$ cat src/rtl/core/sts_pkg.sv
`timescale 1ns / 1ps
// ----------------------------------------------------------------------------
// sts_pkg
// Shared types, token kind codes and the keyword table of the token scanner.
// ----------------------------------------------------------------------------
package sts_pkg;

  typedef enum logic [2:0] {
    MODE_IDLE,
    MODE_IDENT,
    MODE_NUMBER,
    MODE_NUMDOT,
    MODE_DECIMAL,
    MODE_STRING,
    MODE_OPERATOR,
    MODE_COMMENT
  } scan_mode_t;

  typedef logic [5:0] kind_t;

  localparam kind_t K_NUMBER    = 6'd0;
  localparam kind_t K_DECIMAL   = 6'd1;
  localparam kind_t K_STRING    = 6'd2;
  localparam kind_t K_IDENT     = 6'd3;
  localparam kind_t K_KEYWORD0  = 6'd4;
  localparam kind_t K_ASSIGN    = 6'd24;
  localparam kind_t K_EQUALS    = 6'd25;
  localparam kind_t K_NOT_EQ    = 6'd26;
  localparam kind_t K_LT        = 6'd27;
  localparam kind_t K_GT        = 6'd28;
  localparam kind_t K_LT_EQ     = 6'd29;
  localparam kind_t K_GT_EQ     = 6'd30;
  localparam kind_t K_PLUS      = 6'd31;
  localparam kind_t K_MINUS     = 6'd32;
  localparam kind_t K_STAR      = 6'd33;
  localparam kind_t K_SLASH     = 6'd34;
  localparam kind_t K_LPAREN    = 6'd35;
  localparam kind_t K_RPAREN    = 6'd36;
  localparam kind_t K_LBRACE    = 6'd37;
  localparam kind_t K_RBRACE    = 6'd38;
  localparam kind_t K_LBRACKET  = 6'd39;
  localparam kind_t K_RBRACKET  = 6'd40;
  localparam kind_t K_COMMA     = 6'd41;
  localparam kind_t K_SEMICOLON = 6'd42;
  localparam kind_t K_NEWLINE   = 6'd43;
  localparam kind_t K_EOF       = 6'd44;
  localparam kind_t K_ERROR     = 6'd45;

  localparam int TABLE_WORDS = 20;
  localparam int MAX_TOKENS  = 3;

  localparam logic [7:0] CH_SPACE   = 8'h20;
  localparam logic [7:0] CH_TAB     = 8'h09;
  localparam logic [7:0] CH_NEWLINE = 8'h0A;
  localparam logic [7:0] CH_QUOTE   = 8'h22;
  localparam logic [7:0] CH_COLON   = 8'h3A;
  localparam logic [7:0] CH_DOT     = 8'h2E;
  localparam logic [7:0] CH_EQ      = 8'h3D;
  localparam logic [7:0] CH_LT      = 8'h3C;
  localparam logic [7:0] CH_GT      = 8'h3E;
  localparam logic [7:0] CH_BANG    = 8'h21;

  function automatic logic [71:0] kw_word(input logic [4:0] k);
    logic [71:0] w;
    case (k)
      5'd0:    w = "let";
      5'd1:    w = "is";
      5'd2:    w = "define";
      5'd3:    w = "returns";
      5'd4:    w = "give";
      5'd5:    w = "check";
      5'd6:    w = "otherwise";
      5'd7:    w = "repeat";
      5'd8:    w = "each";
      5'd9:    w = "in";
      5'd10:   w = "show";
      5'd11:   w = "true";
      5'd12:   w = "false";
      5'd13:   w = "from";
      5'd14:   w = "of";
      5'd15:   w = "nothing";
      5'd16:   w = "num";
      5'd17:   w = "decimal";
      5'd18:   w = "text";
      5'd19:   w = "bool";
      default: w = '0;
    endcase
    return w;
  endfunction

  function automatic logic [3:0] kw_len(input logic [4:0] k);
    logic [3:0] n;
    case (k)
      5'd1, 5'd9, 5'd14:                         n = 4'd2;
      5'd0, 5'd16:                               n = 4'd3;
      5'd4, 5'd8, 5'd10, 5'd11, 5'd13, 5'd18, 5'd19: n = 4'd4;
      5'd5, 5'd12:                               n = 4'd5;
      5'd2, 5'd7:                                n = 4'd6;
      5'd3, 5'd15, 5'd17:                        n = 4'd7;
      5'd6:                                      n = 4'd9;
      default:                                   n = 4'd0;
    endcase
    return n;
  endfunction

  // character i of keyword k, counted from the first letter
  function automatic logic [7:0] kw_char(input logic [4:0] k, input logic [3:0] i);
    logic [71:0] w;
    logic [3:0]  n;
    logic [3:0]  sh;
    w  = kw_word(k);
    n  = kw_len(k);
    sh = n - 4'd1 - i;
    if (i < n) begin
      return w[8*sh +: 8];
    end
    return 8'h00;
  endfunction

  function automatic logic [7:0] note_char(input logic [1:0] i);
    logic [7:0] ch;
    case (i)
      2'd0:    ch = "n";
      2'd1:    ch = "o";
      2'd2:    ch = "t";
      default: ch = "e";
    endcase
    return ch;
  endfunction

  function automatic kind_t single_kind(input logic [7:0] ch);
    kind_t k;
    case (ch)
      "(":     k = K_LPAREN;
      ")":     k = K_RPAREN;
      "{":     k = K_LBRACE;
      "}":     k = K_RBRACE;
      "[":     k = K_LBRACKET;
      "]":     k = K_RBRACKET;
      ",":     k = K_COMMA;
      ";":     k = K_SEMICOLON;
      "+":     k = K_PLUS;
      "-":     k = K_MINUS;
      "*":     k = K_STAR;
      "/":     k = K_SLASH;
      "=":     k = K_ASSIGN;
      "<":     k = K_LT;
      ">":     k = K_GT;
      default: k = K_ERROR;
    endcase
    return k;
  endfunction

  function automatic kind_t pair_kind(input logic [7:0] op);
    kind_t k;
    case (op)
      CH_EQ:   k = K_EQUALS;
      CH_BANG: k = K_NOT_EQ;
      CH_LT:   k = K_LT_EQ;
      default: k = K_GT_EQ;
    endcase
    return k;
  endfunction

  function automatic logic is_alpha(input logic [7:0] ch);
    return (ch >= "a" && ch <= "z") || (ch >= "A" && ch <= "Z") || ch == "_";
  endfunction

  function automatic logic is_digit(input logic [7:0] ch);
    return ch >= "0" && ch <= "9";
  endfunction

endpackage

$ cat src/rtl/core/sts_keyword_match.sv
`timescale 1ns / 1ps
// ----------------------------------------------------------------------------
// sts_keyword_match
// Narrows the keyword candidate mask by one identifier byte and resolves the
// keyword, if any, that a finished identifier spells exactly.
// ----------------------------------------------------------------------------
module sts_keyword_match #(
  parameter int KEYWORD_COUNT = 20
) (
  input  logic [KEYWORD_COUNT-1:0] track_cand,
  input  logic [3:0]               track_idx,
  input  logic [7:0]               ch,
  input  logic [KEYWORD_COUNT-1:0] match_cand,
  input  logic [3:0]               match_len,
  output logic [KEYWORD_COUNT-1:0] cand_out,
  output logic                     kw_hit,
  output logic [4:0]               kw_index
);
  import sts_pkg::*;

  always_comb begin
    for (int k = 0; k < KEYWORD_COUNT; k++) begin
      if (k < TABLE_WORDS) begin
        cand_out[k] = track_cand[k] && (track_idx < kw_len(5'(k)))
                      && (kw_char(5'(k), track_idx) == ch);
      end else begin
        cand_out[k] = track_cand[k];
      end
    end
  end

  // lowest matching entry wins
  always_comb begin
    kw_hit   = 1'b0;
    kw_index = '0;
    for (int k = KEYWORD_COUNT - 1; k >= 0; k--) begin
      if (k < TABLE_WORDS && match_cand[k] && match_len == kw_len(5'(k))) begin
        kw_hit   = 1'b1;
        kw_index = 5'(k);
      end
    end
  end

endmodule

$ cat src/rtl/core/source_token_scanner_unit.sv
`timescale 1ns / 1ps
// ----------------------------------------------------------------------------
// source_token_scanner_unit
// Streaming tokenizer: one source byte per transfer, tokens out with kind,
// start, length, line and column.
// ----------------------------------------------------------------------------
// a token is written into the token queue by the byte transfer that finishes
// it
// throughput: one byte per cycle while each byte yields at most one token and
// out_ready stays high; output is one token per cycle through a four-entry
// token queue, and input is held off until the queue has room for three tokens
// reset: scanner state idle at offset 0, line 1, column 1, queue empty
module source_token_scanner_unit #(
  parameter int POSITION_BITS = 20,
  parameter int LINE_BITS     = 16,
  parameter int KEYWORD_COUNT = 20
) (
  input  logic                     clk,
  input  logic                     rst,
  input  logic                     in_valid,
  output logic                     in_ready,
  input  logic [7:0]               source_byte,
  input  logic                     end_of_source,
  output logic                     out_valid,
  input  logic                     out_ready,
  output sts_pkg::kind_t           token_kind,
  output logic [POSITION_BITS-1:0] token_start,
  output logic [POSITION_BITS-1:0] token_length,
  output logic [LINE_BITS-1:0]     token_line,
  output logic [LINE_BITS-1:0]     token_column,
  output logic                     last_of_run
);
  import sts_pkg::*;

  typedef struct packed {
    kind_t                    kind;
    logic [POSITION_BITS-1:0] start;
    logic [POSITION_BITS-1:0] len;
    logic [LINE_BITS-1:0]     line;
    logic [LINE_BITS-1:0]     col;
  } tok_t;

  localparam logic [POSITION_BITS-1:0] POS_ONE = POSITION_BITS'(1);
  localparam logic [LINE_BITS-1:0]     LINE_ONE = LINE_BITS'(1);

  function automatic logic [POSITION_BITS-1:0] pos_inc(
      input logic [POSITION_BITS-1:0] v, input logic [1:0] d);
    logic [POSITION_BITS:0] s;
    s = {1'b0, v} + (POSITION_BITS+1)'(d);
    return s[POSITION_BITS] ? '1 : s[POSITION_BITS-1:0];
  endfunction

  function automatic logic [LINE_BITS-1:0] line_inc(input logic [LINE_BITS-1:0] v);
    return (&v) ? v : v + LINE_ONE;
  endfunction

  function automatic tok_t mk_tok(input kind_t k, input logic [POSITION_BITS-1:0] s,
      input logic [POSITION_BITS-1:0] l, input logic [LINE_BITS-1:0] ln,
      input logic [LINE_BITS-1:0] cl);
    tok_t t;
    t.kind  = k;
    t.start = s;
    t.len   = l;
    t.line  = ln;
    t.col   = cl;
    return t;
  endfunction

  // scanner state
  scan_mode_t               mode, mode_next;
  logic [POSITION_BITS-1:0] byte_pos, byte_pos_next;
  logic [LINE_BITS-1:0]     cur_line, cur_line_next;
  logic [LINE_BITS-1:0]     cur_col, cur_col_next;
  logic [POSITION_BITS-1:0] pend_start, pend_start_next;
  logic [LINE_BITS-1:0]     pend_line, pend_line_next;
  logic [LINE_BITS-1:0]     pend_col, pend_col_next;
  logic [KEYWORD_COUNT-1:0] cand, cand_next;
  logic [7:0]               pend_op, pend_op_next;
  logic [POSITION_BITS-1:0] pend_len, pend_len_next;
  logic                     note_pre, note_pre_next;
  logic [POSITION_BITS-1:0] dot_pos, dot_pos_next;
  logic [LINE_BITS-1:0]     dot_col, dot_col_next;

  // token queue
  tok_t       tq [4];
  logic       tl [4];
  logic [1:0] wr_ptr, rd_ptr;
  logic [2:0] count;

  tok_t       em [MAX_TOKENS];
  logic [1:0] n_em;
  logic       in_fire, pop;
  logic       do_flush, rescan, alnum;

  logic                     trk_ident;
  logic [KEYWORD_COUNT-1:0] trk_cand_in, trk_cand;
  logic [3:0]               len_idx;
  logic                     kw_hit;
  logic [4:0]               kw_index;

  assign in_fire = in_valid && in_ready;
  assign pop     = out_valid && out_ready;
  assign in_ready  = count <= 3'd1;
  assign out_valid = count != 3'd0;

  assign alnum     = is_alpha(source_byte) || is_digit(source_byte);
  assign trk_ident = (mode == MODE_IDENT) && alnum;
  assign len_idx   = (pend_len > POSITION_BITS'(15)) ? 4'd15 : pend_len[3:0];
  assign trk_cand_in = trk_ident ? cand : '1;

  sts_keyword_match #(
    .KEYWORD_COUNT(KEYWORD_COUNT)
  ) u_kw (
    .track_cand (trk_cand_in),
    .track_idx  (trk_ident ? len_idx : 4'd0),
    .ch         (source_byte),
    .match_cand (cand),
    .match_len  (len_idx),
    .cand_out   (trk_cand),
    .kw_hit     (kw_hit),
    .kw_index   (kw_index)
  );

  always_comb begin
    mode_next       = mode;
    byte_pos_next   = byte_pos;
    cur_line_next   = cur_line;
    cur_col_next    = cur_col;
    pend_start_next = pend_start;
    pend_line_next  = pend_line;
    pend_col_next   = pend_col;
    cand_next       = cand;
    pend_op_next    = pend_op;
    pend_len_next   = pend_len;
    note_pre_next   = note_pre;
    dot_pos_next    = dot_pos;
    dot_col_next    = dot_col;
    do_flush        = 1'b0;
    rescan          = 1'b0;
    n_em            = 2'd0;
    for (int i = 0; i < MAX_TOKENS; i++) begin
      em[i] = '0;
    end

    if (in_fire) begin
      if (end_of_source) begin
        do_flush = 1'b1;
      end else begin
        unique case (mode)
          MODE_IDENT: begin
            if (alnum) begin
              cand_next     = trk_cand;
              note_pre_next = note_pre && (pend_len < POSITION_BITS'(4))
                              && (note_char(pend_len[1:0]) == source_byte);
              pend_len_next = pos_inc(pend_len, 2'd1);
            end else if (source_byte == CH_COLON && note_pre
                         && pend_len == POSITION_BITS'(4)) begin
              mode_next = MODE_COMMENT;
            end else begin
              do_flush = 1'b1;
              rescan   = 1'b1;
            end
          end
          MODE_NUMBER: begin
            if (is_digit(source_byte)) begin
              pend_len_next = pos_inc(pend_len, 2'd1);
            end else if (source_byte == CH_DOT) begin
              mode_next    = MODE_NUMDOT;
              dot_pos_next = byte_pos;
              dot_col_next = cur_col;
            end else begin
              do_flush = 1'b1;
              rescan   = 1'b1;
            end
          end
          MODE_NUMDOT: begin
            if (is_digit(source_byte)) begin
              mode_next     = MODE_DECIMAL;
              pend_len_next = pos_inc(pend_len, 2'd2);
            end else begin
              do_flush = 1'b1;
              rescan   = 1'b1;
            end
          end
          MODE_DECIMAL: begin
            if (is_digit(source_byte)) begin
              pend_len_next = pos_inc(pend_len, 2'd1);
            end else begin
              do_flush = 1'b1;
              rescan   = 1'b1;
            end
          end
          MODE_STRING: begin
            pend_len_next = pos_inc(pend_len, 2'd1);
            if (source_byte == CH_QUOTE) begin
              do_flush = 1'b1;
            end
          end
          MODE_OPERATOR: begin
            if (source_byte == CH_EQ) begin
              pend_len_next = POSITION_BITS'(2);
              em[n_em] = mk_tok(pair_kind(pend_op), pend_start, POSITION_BITS'(2),
                                pend_line, pend_col);
              n_em      = n_em + 2'd1;
              mode_next = MODE_IDLE;
            end else begin
              do_flush = 1'b1;
              rescan   = 1'b1;
            end
          end
          MODE_COMMENT: begin
            if (source_byte == CH_NEWLINE) begin
              mode_next = MODE_IDLE;
              rescan    = 1'b1;
            end
          end
          default: begin
            rescan = 1'b1;
          end
        endcase
      end

      // pending token goes out; string length already counts the closing quote
      if (do_flush) begin
        case (mode)
          MODE_IDENT: begin
            em[n_em] = mk_tok(kw_hit ? K_KEYWORD0 + 6'(kw_index) : K_IDENT, pend_start,
                              pend_len_next, pend_line, pend_col);
            n_em = n_em + 2'd1;
          end
          MODE_NUMBER, MODE_NUMDOT: begin
            em[n_em] = mk_tok(K_NUMBER, pend_start, pend_len_next, pend_line, pend_col);
            n_em = n_em + 2'd1;
            if (mode == MODE_NUMDOT) begin
              em[n_em] = mk_tok(K_ERROR, dot_pos, POS_ONE, cur_line, dot_col);
              n_em = n_em + 2'd1;
            end
          end
          MODE_DECIMAL: begin
            em[n_em] = mk_tok(K_DECIMAL, pend_start, pend_len_next, pend_line, pend_col);
            n_em = n_em + 2'd1;
          end
          MODE_STRING: begin
            em[n_em] = mk_tok(K_STRING, pend_start, pend_len_next, pend_line, pend_col);
            n_em = n_em + 2'd1;
          end
          MODE_OPERATOR: begin
            em[n_em] = mk_tok(single_kind(pend_op), pend_start, pend_len_next,
                              pend_line, pend_col);
            n_em = n_em + 2'd1;
          end
          default: begin
          end
        endcase
        mode_next = MODE_IDLE;
      end

      // byte is rescanned: it opens a new token, emits a single-character token or is skipped as blank
      if (rescan) begin
        pend_start_next = byte_pos;
        pend_line_next  = cur_line;
        pend_col_next   = cur_col;
        pend_len_next   = POS_ONE;
        mode_next       = MODE_IDLE;
        if (source_byte == CH_SPACE || source_byte == CH_TAB) begin
          mode_next = MODE_IDLE;
        end else if (source_byte == CH_NEWLINE) begin
          em[n_em] = mk_tok(K_NEWLINE, byte_pos, POS_ONE, cur_line, cur_col);
          n_em = n_em + 2'd1;
        end else if (is_alpha(source_byte)) begin
          mode_next     = MODE_IDENT;
          cand_next     = trk_cand;
          note_pre_next = source_byte == note_char(2'd0);
        end else if (is_digit(source_byte)) begin
          mode_next = MODE_NUMBER;
        end else if (source_byte == CH_QUOTE) begin
          mode_next = MODE_STRING;
        end else if (source_byte == CH_EQ || source_byte == CH_LT
                     || source_byte == CH_GT || source_byte == CH_BANG) begin
          mode_next    = MODE_OPERATOR;
          pend_op_next = source_byte;
        end else begin
          em[n_em] = mk_tok(single_kind(source_byte), byte_pos, POS_ONE, cur_line, cur_col);
          n_em = n_em + 2'd1;
        end
      end

      if (end_of_source) begin
        em[n_em] = mk_tok(K_EOF, byte_pos, '0, cur_line, cur_col);
        n_em = n_em + 2'd1;
        mode_next       = MODE_IDLE;
        byte_pos_next   = '0;
        cur_line_next   = LINE_ONE;
        cur_col_next    = LINE_ONE;
        pend_start_next = '0;
        pend_line_next  = LINE_ONE;
        pend_col_next   = LINE_ONE;
        cand_next       = '1;
        pend_op_next    = '0;
        pend_len_next   = '0;
        note_pre_next   = 1'b0;
        dot_pos_next    = '0;
        dot_col_next    = LINE_ONE;
      end else begin
        if (source_byte == CH_NEWLINE) begin
          cur_line_next = line_inc(cur_line);
          cur_col_next  = LINE_ONE;
        end else begin
          cur_col_next = line_inc(cur_col);
        end
        byte_pos_next = pos_inc(byte_pos, 2'd1);
      end
    end
  end

  always_ff @(posedge clk) begin
    if (rst) begin
      mode       <= MODE_IDLE;
      byte_pos   <= '0;
      cur_line   <= LINE_ONE;
      cur_col    <= LINE_ONE;
      pend_start <= '0;
      pend_line  <= LINE_ONE;
      pend_col   <= LINE_ONE;
      cand       <= '1;
      pend_op    <= '0;
      pend_len   <= '0;
      note_pre   <= 1'b0;
      dot_pos    <= '0;
      dot_col    <= LINE_ONE;
      wr_ptr     <= '0;
      rd_ptr     <= '0;
      count      <= '0;
    end else begin
      mode       <= mode_next;
      byte_pos   <= byte_pos_next;
      cur_line   <= cur_line_next;
      cur_col    <= cur_col_next;
      pend_start <= pend_start_next;
      pend_line  <= pend_line_next;
      pend_col   <= pend_col_next;
      cand       <= cand_next;
      pend_op    <= pend_op_next;
      pend_len   <= pend_len_next;
      note_pre   <= note_pre_next;
      dot_pos    <= dot_pos_next;
      dot_col    <= dot_col_next;
      wr_ptr     <= wr_ptr + n_em;
      rd_ptr     <= rd_ptr + 2'(pop);
      count      <= count + 3'(n_em) - 3'(pop);
    end
  end

  // queue payload, no reset
  always_ff @(posedge clk) begin
    for (int i = 0; i < MAX_TOKENS; i++) begin
      if (2'(i) < n_em) begin
        tq[wr_ptr + 2'(i)] <= em[i];
        tl[wr_ptr + 2'(i)] <= (2'(i) == n_em - 2'd1);
      end
    end
  end

  assign token_kind   = tq[rd_ptr].kind;
  assign token_start  = tq[rd_ptr].start;
  assign token_length = tq[rd_ptr].len;
  assign token_line   = tq[rd_ptr].line;
  assign token_column = tq[rd_ptr].col;
  assign last_of_run  = tl[rd_ptr];

endmodule

$ cat config.mk
export PLATFORM = sky130hd
export DESIGN_NAME = source_token_scanner_unit
export DESIGN_NICKNAME = d
export VERILOG_FILES = /design/src/rtl/core/sts_pkg.sv /design/src/rtl/core/sts_keyword_match.sv /design/src/rtl/core/source_token_scanner_unit.sv
export SDC_FILE = /design/constraint.sdc
export NUM_CORES = 2
export LEC_CHECK = 0
export BUFFER_PORTS_ARGS = -buffer_cell sky130_fd_sc_hd__buf_2
export CAP_MARGIN = 10
export CORE_MARGIN = 3
export CORE_UTILIZATION = 60
export CTS_CLUSTER_DIAMETER = 150
export DETAILED_ROUTE_END_ITERATION = 8
export PLACE_DENSITY = 0.77
export SYNTH_ARGS = -nofsm -noshare
export SYNTH_HDL_FRONTEND = slang
export SYNTH_SLANG_ARGS = --single-unit
$ cat constraint.sdc
create_clock -name clk -period 18.8 [get_ports clk]
set_input_delay 1.88 -clock clk [delete_from_list [all_inputs] [get_ports clk]]
set_output_delay 1.88 -clock clk [all_outputs]
set_load 0.05 [all_outputs]
* Word-level counts from Yosys, hierarchy flattened
Memory sizes are Yosys's and may differ from the RTL's. A register that Yosys moved wholly into a read port is not among the register bits. Cells that the tools add are included.
Storage, ports and cells: output and inout port bits 81, memories 2, flip-flop bits (word level) 199, RAM bits 316, bits of input ports 13
Operators by class: multiplexer cells 257, add/sub/neg operators 24, shifts and indexed selects 20, bitwise operators 4, equal/unequal tests 94, order comparisons 27, reductions and logical operators 102
Memory list:
- tq | words 4, bits a word 78, read ports 1, clocked after Yosys merged registers in 1, write ports 3, line source_token_scanner_unit.sv:85 | tok_t tq [4];
- tl | words 4, bits a word 1, read ports 1, clocked after Yosys merged registers in 1, write ports 3, line source_token_scanner_unit.sv:86 | logic tl [4];
Operators by type and width (number):
- $mux 234 | 13
- $bwmux 234 | 9
- $shiftx 72x8->8 const A | 20
- $pmux 234 s5 | 1
- $demux 78 s2 | 4
- $mux 20 | 26
- $mux 8 | 52
- $mux 78 | 5
- $mux 77 | 3
- $eq 8x6->1 const B | 28
- $mux 16 | 14
- $pmux 6 s15 | 2
- $eq 8x8->1 | 21
- $mux 5 | 20
- $pmux 20 s5 | 1
- $eq 8x7->1 const B | 10
- $logic_and 1x1->1 | 74
- $mux 6 | 12
- $mux 1 | 55
- $mux 3 | 16
- $add 20x1->21 const B | 2
- $add 16x1->16 const B | 2
- $mux 2 | 16
- $reduce_and 16->1 | 2
- other kinds (65) | 120

* Longest topological paths before layout
depth after elaboration 42, depth in mapped cells 23, mapped depth without buffers 20

* Modules after synthesis
Synthesis repeated with hierarchy kept, for this count alone.
Unflattened totals: cell total of the unflattened synthesis 3615, area total of the unflattened synthesis 32446.1 um2
By module, submodules not included:
- source_token_scanner_unit | instances 1, area an instance 29447.0 um2, cells each 3156
- sts_keyword_match | instances 1, area an instance 2999.1 um2, cells each 459

* Worst setup path after synthesis
No wires, ideal clock.
kind input -> register, start point in source_byte[6], end point mem tl[0], enable pin, stages 18, slack 7004 ps, setup time 643 ps, required time 18157 ps, arrival 11153 ps, buffers on the path 3, cells stage by stage clkbuf_1 > nand4bb_1 > or4_1 > clkbuf_1 > ha_1 > nor2_1 > a21oi_1 > o21ai_0 > nand2_1 > inv_1 > ha_1 > o21ai_0 > ha_1 > o32a_1 > nand2_1 > buf_2 > o21ai_0 > a221oi_1
RTL lines:
- start: declaration | line source_token_scanner_unit.sv:22 | input logic [7:0] source_byte,
- end: declaration | line source_token_scanner_unit.sv:86

==> flow_summary.ini <==
[die]
die_w_um = 241
die-height_um = 241
core_area_sq_mm = 0.0543
io_pins = 94
initial_utilization_pct = 61.2
row_count = 85
die_area_sq_mm = 0.0583

[clock_tree]
htree_levels = 2
worst_setup_hold_path_clk_slew_ns = 0.06
largest_buffer_count_on_any_clock_path = 3
clock-root-buffer = clkbuf_16
number_of_clock_sinks = 515
tritoncts = done
postCtsResizedCells = 0
clkLatencyLatePin_ns = 0.62
post_cts.repair.setup_buffers = 0
holdBufCountCts = 0
cts_inserted_buffers = 54

[critical_path]
worstPathRequired_ns = 19.03
timing.setup.critical_path_class = in2reg
critical_path.max_fanout = 58
critPathLaunchType = primary input
startpoint = source_byte[1]
timing.rr.start = pend_len[0]
worstSetupEndpointType = register
endpoint = tq[1][4]
setup.reg_to_reg.worst_slack_ns = 10.98
crit-reg2reg-capture = tq[1][4]
cp_arrival_ns = 9.14
timing.reg2reg.worst_path_depth = 18

[placement]
routabilityCongestion = 0.951
io_buffer_count = 93
placement.cell_area_sq_mm = 0.0339
dpl.hpwl_mm = 67.3

[grt]
grt_first_pass_wirelength_mm = 166
grt_antenna_before_repair = 0
groute.usage.overall_pct = 36.2
grt_start_max_net_pins = 89
grt_overflow = 0
vias_in_the_first_global_route = 28570

[yosys]
syn_area_sq_mm = 0.0333
synth-edff-count = 316
synth-main-ff-cell = edfxtp_1
mappedNetlistNets = 3568
yosys.cell_types.count = 105
synth.top_cell.area_share_pct = 28.5
synth_top_cells_by_count = mux2i_1, nor2_1, edfxtp_1
syn_area_per_cell_sq_um = 9.49
synth-seq-cells = 515
yosys-top-cells-area = edfxtp_1, dfxtp_1, mux2i_1
instance_count_of_the_mapped_netlist = 3507
synthArstFlopShare_pct = 0
ys_seq_area_share_pct = 40.5
post-synth-top-count-cell = mux2i_1
ys.warnings.count = 0
post-synth-top-area-cell = edfxtp_1

[cells_and_area]
fillers = 4293
drive_above_1_share_pct = 11.3
areaGrowthSynthToFinish_pct = 7.24
post-route-cell-area_sq_mm = 0.0357
insertedDiodeCount = 0
layout.nets = 3443

[sta]
worst_clock_skew_ns = 0.0225
setup_viol = 0
period_needed_ns = 8.91
max_freq_mhz = 112
period_share_pct = 47.4
setup_total_negative_slack_ns = 0
tightestPinTransition_ns = 1.29
final_number_of_max_transition_violations = 0
timing_hold_violations_final = 0
slew_headroom_pct = 13.8
rsz0062_at_grt = no

[job]
max_cap_viol_count = 0

[drt]
postRouteAntennaNets = 0
post_drt_wl_per_cell_um = 25.9
vias = 29622
route.detailed.drc = 0
avgViaCountPerCell = 7.11
first_iter_violations = 3746
routed_wl_mm = 108
detailedRoute.firstPassIterationCount = 6

[min_path]
hold_path_class = reg2reg

[pwr]
power_density_mw_per_mm2 = 97.6
cellLeakagePower_uw = 0.0137
vdd_ir_drop_max_v = 0.000111

[run_status]
outcome = complete, no violations
worst min path at each step:
stage,start,to,slack [ns],cells after the start
final,dot_col[3],dot_col[3],0.45,2
after global placement,dot_pos[19],dot_pos[19],0.44,2
after global routing,dot_col[1],dot_col[1],0.46,2
after CTS,dot_col[2],dot_col[2],0.45,2
after detailed placement,dot_col[3],dot_col[3],0.44,2
after floorplan,dot_pos[11],dot_pos[11],0.43,2
through the flow:
step | utilization (%) | total power (uW) | hold WS, ns | cells | setup WS, ns
finish | 65.6 | 3480 | 0.452 | 4166 | 9.89
global route | 65.6 | 3580 | 0.461 | 4166 | 9.45
CTS | 65.6 | 3470 | 0.452 | 4166 | 10.14
detailed placement | 62.5 | 2430 | 0.444 | 4065 | 9.51
global placement | 62.5 | 2410 | 0.438 | 4065 | 9.78
floorplan | - | 2150 | 0.432 | 3507 | 7.00
report_power, final:
| part | switching [uW] | internal, uW | leakage (uW) |
|---|---|---|---|
| Clock | 472 | 589 | 0.000827 |
| Sequential | 59.9 | 1300 | 0.00453 |
| Combinational | 775 | 282 | 0.00839 |
| Total | 1310 | 2170 | 0.0137 |
sequential cells by signal (all words and copies together) (netlist names):
name	count
rd_ptr	2
mode	3
tq	312
cur_line	16
pend_op	8
tl	4
dot_pos	20
wr_ptr	2
dot_col	16
pend_start	20
pend_len	20
byte_pos	20
cand	20
note_pre	1
count	3
cur_col	16
pend_line	16
pend_col	16
area by class of cell:
type                       count  area [sq um]  area share (%)
sequential                   515         13500            37.8
clock buffer                  73          1500            4.20
timing repair buffer         150           896            2.51
clock inverter                28           229           0.642
inverter                      55           206           0.579
multi-input combinational   2606         18400            51.7
tap                          739           925            2.59
critical path, cell delays in order:
cell       delay, ns
buf_2           0.07
buf_4           0.53
o21ai_0         0.26
nand2_1         0.49
o2111ai_2       0.18
buf_4           0.26
nor3_2          0.82
o21ai_0         0.30
nand2_1         0.18
inv_1           0.05
ha_1            0.30
o21ai_0         0.25
ha_1            0.31
o32a_1          0.55
nand2_1         0.54
nand3_1         0.31
a21oi_4         0.90
buf_4           0.82
layout by cell type (no fill, tap or decap), drive strengths merged, types with 32 or more instances in the layout:
| cell type | synthesis | layout |
|---|---|---|
| a22oi | 67 | 67 |
| mux2i | 363 | 363 |
| dfxtp | 199 | 199 |
| nand4 | 67 | 67 |
| edfxtp | 316 | 316 |
| nand3 | 82 | 82 |
| a22o | 43 | 43 |
| nand2 | 302 | 302 |
| nand2b | 33 | 33 |
| o21ai | 242 | 242 |
| a31oi | 58 | 58 |
| xor2 | 32 | 32 |
| buf | 96 | 150 |
| a21oi | 223 | 223 |
| o22ai | 51 | 51 |
| nor3 | 64 | 64 |
| o2111ai | 45 | 45 |
| clkbuf | 235 | 73 |
| mux4 | 79 | 79 |
| inv | 51 | 54 |
| ha | 47 | 47 |
| nor2 | 349 | 349 |
| xnor2 | 46 | 46 |
logic make-up (layout without fill, tap and decap cells):
group,Yosys count,count (layout),share of synthesized area (%)
DFF,515,515,40.5
xor gates and xnor gates,78,78,2.05
adders and majority gates,48,48,1.83
buffers and inverters,386,306,4.70
and+or+nand+nor,1081,1081,15.5
AOI/OAI and AO/OA,951,951,18.9
muxes,448,448,16.5
routing by layer:
metal,wire [um],track usage [%]
met1,42700,49.1
met2,50100,58.5
met3,11600,6.71
met4,3630,13.0
met5,0,0
Power figures use the tool's default switching activity.
